**src/sv/tarl_fifo.sv**
```systemverilog
// Small flip-flop queue with level output.
module tarl_fifo #(
	parameter int WIDTH = 8,
	parameter int DEPTH = 4
) (
	input  logic                       clk,
	input  logic                       arst_n,
	input  logic                       push,
	input  logic [WIDTH-1:0]           wdata,
	output logic                       full,
	input  logic                       pop,
	output logic [WIDTH-1:0]           rdata,
	output logic                       empty,
	output logic [$clog2(DEPTH+1)-1:0] level
);

	localparam int AW = $clog2(DEPTH);
	localparam int LW = $clog2(DEPTH + 1);

	logic [WIDTH-1:0] slot_q [DEPTH];
	logic [AW-1:0]    wr_ptr_q;
	logic [AW-1:0]    rd_ptr_q;
	logic [LW-1:0]    level_q;
	logic             do_push;
	logic             do_pop;

	assign full    = (level_q == LW'(DEPTH));
	assign empty   = (level_q == '0);
	assign do_push = push && !full;
	assign do_pop  = pop && !empty;
	assign rdata   = slot_q[rd_ptr_q];
	assign level   = level_q;

	// Store the beat at the tail
	always_ff @(posedge clk) begin
		if (do_push) begin
			slot_q[wr_ptr_q] <= wdata;
		end
	end

	// Advance pointers and level
	always_ff @(posedge clk or negedge arst_n) begin
		if (!arst_n) begin
			wr_ptr_q <= '0;
			rd_ptr_q <= '0;
			level_q  <= '0;
		end else begin
			if (do_push) begin
				wr_ptr_q <= (wr_ptr_q == AW'(DEPTH - 1)) ? '0 : wr_ptr_q + AW'(1);
			end
			if (do_pop) begin
				rd_ptr_q <= (rd_ptr_q == AW'(DEPTH - 1)) ? '0 : rd_ptr_q + AW'(1);
			end
			if (do_push && !do_pop) begin
				level_q <= level_q + LW'(1);
			end else if (do_pop && !do_push) begin
				level_q <= level_q - LW'(1);
			end
		end
	end

	a_level_bound: assert property (@(posedge clk) disable iff (!arst_n)
		level_q <= LW'(DEPTH))
		else $error("queue level above depth");

endmodule

```
**config.mk**
```make
export PLATFORM = sky130hd
export DESIGN_NAME = tarl_fifo
export DESIGN_NICKNAME = d
export VERILOG_FILES = /design/src/sv/tarl_fifo.sv
export SDC_FILE = /design/constraint.sdc
export NUM_CORES = 1
export LEC_CHECK = 0
export BUFFER_PORTS_ARGS = -buffer_cell sky130_fd_sc_hd__buf_2
export CORE_ASPECT_RATIO = 1.5
export CORE_UTILIZATION = 35
export CTS_CLUSTER_DIAMETER = 40
export DETAILED_ROUTE_END_ITERATION = 12
export GPL_TIMING_DRIVEN = 0
export SLEW_MARGIN = 30
export SYNTH_ARGS = -nofsm -noshare
export SYNTH_HDL_FRONTEND = slang
export SYNTH_SLANG_ARGS = --single-unit
```
**constraint.sdc**
```tcl
create_clock -name clk -period 2.7 [get_ports clk]
set_input_delay 0.27 -clock clk [delete_from_list [all_inputs] [get_ports clk]]
set_output_delay 0.27 -clock clk [all_outputs]
set_load 0.05 [all_outputs]
```
==> metrics.md <==
| Metric | Value |
|---|---|
| Status | `finished, violations left` |
| Failing checks | `design-rule violations` |
| Via-per-instance ratio | `between 4 and 5` |
| Final Max Slew Viols | `0` |
| Achievable Freq | `492 MHz` |
| GRT Util Overall | `0.114` |
| Longest Clk Path Bufs | `2` |
| EDFF count, synth | `32` |
| Final Routed Wirelength | `between 2000 and 2500 um` |
| Startpoint Class | `flip-flop` |
| Vias | `roughly 780` |
| Final Skew | `approximately 0.009 ns` |
| Post-synthesis cell count | `79` |
| Vias in the first global route | `between 800 and 900` |
| Final GP Congestion | `just under 0.7` |
| First-pass GRT wire length | `just over 4000 um` |
| Largest net degree at the start of global routing | `13` |
| Synth Register Bits | `39` |
| Drt first pass iters | `8` |
| R2R Setup Slk | `0.67 ns` |
| Nets@finish | `130` |
| Crit path max fanout | `7` |
| Placed Cells | `between 150 and 200` |
| Fraction of layout cells with a size suffix above 1 | `0.482` |
| Setup CP Type | `reg2reg` |
| Starting Density | `0.363` |
| Final setup violation count | `0` |
| Tightest Hold Check Type | `in2reg` |
| Cts bufs inserted | `5` |
| Top delay family on crit path | `adder cells` |
| Post-Syn Nets | `98` |
| Most used cell, CP | `xor2_1` |
| Seq/Total Area, Yosys | `0.701` |
| Die width | `57.6 um` |
| H-tree depth | `2` |
| Number of I/O port buffers | `24` |
| Critical path's largest stage delay | `0.44 ns` |
| Layout Cells excl Fill | `160` |
| Final setup margin | `approximately 0.67 ns` |
| RSZ-0062 raised after global routing | `false` |
| Layout area overhead | `19.1%` |
| Num ports | `25` |
| Top cells by area, synth | `edfxtp_1 (59%), mux4_2 (11%), dfrtp_1 (11%), ha_1 (4.6%), mux2_2 (2.1%)` |
| Post-cts resize count | `0` |
| Filler instances | `395` |
| Setup_tns | `0 ns` |
| CTS Sinks | `39` |
| CP Capture Type | `flip-flop` |
| Hold_buf cts | `1` |
| Avg WL per Cell | `15.2 um` |
| Std cell rows | `30` |
| Multi-input logic area | `464 um2` |
| Antenna cells | `0` |
| Core Region | `0.00447 mm2` |
| Prevailing post-synth register cell | `edfxtp_1` |
| Cell variety after synth | `19` |
| Tcrit/Tclk final | `0.754` |
| Cell taking the most area after synthesis | `edfxtp_1` |
| Post-CTS setup buffer count | `0` |
| Worst-path clk slew | `roughly 0.070 ns` |
| CP Data Arrival Time | `2.25 ns` |
| CP max stage cell | `dfrtp_1` |
| CTS Root Cell | `clkbuf_8` |
| Slew HR | `0.628` |
| Most frequent cells in the layout | `edfxtp_1 (32), buf_2 (25), mux4_2 (8), dfrtp_1 (7), ha_1 (6)` |
| Bufs and invs on worst path | `2` |
| Ys async rst share | `0.179` |
| Post-Syn Area | `around 0.0016 mm2` |
| Iter 0 DRT Violations | `36` |
| Antenna-violating nets left | `0` |
| # DRC | `2` |
| Grt total ovfl | `0` |
| Req. time, crit path | `~2.9 ns` |
| Chip height | `between 80 and 90 um` |
| Warnings, synthesis | `0` |
| Cell Chain, Critical Path | `nor3b_4 -> nor2b_2 -> buf_6 -> ha_1 -> inv_1 -> fa_1 -> xor2_1 -> nor2_1 -> xor2_1` |
| Share of the synthesized area in the top cell type | `0.593` |
| Max cap viols | `0` |
| Die ar. | `~0.0049 mm2` |
| Worst slew pin tran | `between 0.5 and 0.6 ns` |
| Initial antenna violation count | `0` |
| Pre-CTS WS | `~0.66 ns` |
| Register Area | `roughly 0.0011 mm2` |
| CTS tree | `done` |
| Clk_lat worst skew | `0.29 ns` |
| Final min period | `~2.0 ns` |
| Syn_area_per_cell | `roughly 20 um2` |
| Final-report hold violation count | `0` |
| Commonest non-fill, non-tap cell in the layout | `edfxtp_1` |
==> cell usage after synthesis, types with 2 or more instances <==
library cell  instances
edfxtp_1             32
mux2_4                2
dfrtp_1               7
nor2_1                3
ha_1                  6
mux2_2                3
and2_2                4
xor2_1                2
mux4_2                8
inv_1                 3
==> worst paths after layout <==
check	startpoint	end	cells after the start
setup / recovery	level[2]	level[2]	9
hold / removal	wdata[7]	slot_q[1][7]	1
max in group asynchronous	arst_n	level[0]	2
setup reg to reg	level[2]	level[2]	9
hold reg to reg	level[2]	level[2]	1
min in group asynchronous	arst_n	level[1]	2
==> kinds of logic after synthesis <==
| kind of cell | Yosys count | share of synthesized area |
|---|---|---|
| buffers and inverters | 6 | 0.0193 |
| adder cells (fa/ha/maj) | 7 | 0.0587 |
| flip-flops | 39 | 0.701 |
| multiplexers | 13 | 0.151 |
| XOR/XNOR | 3 | 0.0162 |
| AND/OR/NAND/NOR | 11 | 0.0541 |
==> per-stage QoR <==
step                hold WS, ns  cell area [um2]  utilization
floorplan               -0.0256             1630            -
global placement          0.115             1810        0.406
detailed placement        0.113             1810        0.406
CTS                       0.196             1930        0.432
global route              0.191             1930        0.432
finish                    0.201             1930        0.432
==> sequential cells by signal, indices dropped and copies added (netlist names) <==
name	count
level	3
rd_ptr_q	2
wr_ptr_q	2
slot_q	32
==> per-layer routing <==
layer,vias up,part of all wire,GRT usage
li1,364,-,-
met1,387,0.40,0.129
met2,26,0.53,0.197
met3,6,0.051,0.0351
met4,0,0.020,0.0466
met5,-,0,0
==> layout make-up <==
| class | count | share of cell area |
|---|---|---|
| Clock inverter | 3 | 0.0201 |
| Sequential cell | 39 | 0.589 |
| Multi-Input combinational cell | 34 | 0.241 |
| Buffer | 3 | 0.0104 |
| Tap cell | 48 | 0.0311 |
| Timing Repair Buffer | 25 | 0.0674 |
| Clock buffer | 5 | 0.0357 |
| Inverter | 3 | 0.00584 |
Power is left out: the tool's default activity adds up to more than one toggle a clock period on the data nets, which glitch-free logic cannot reach.
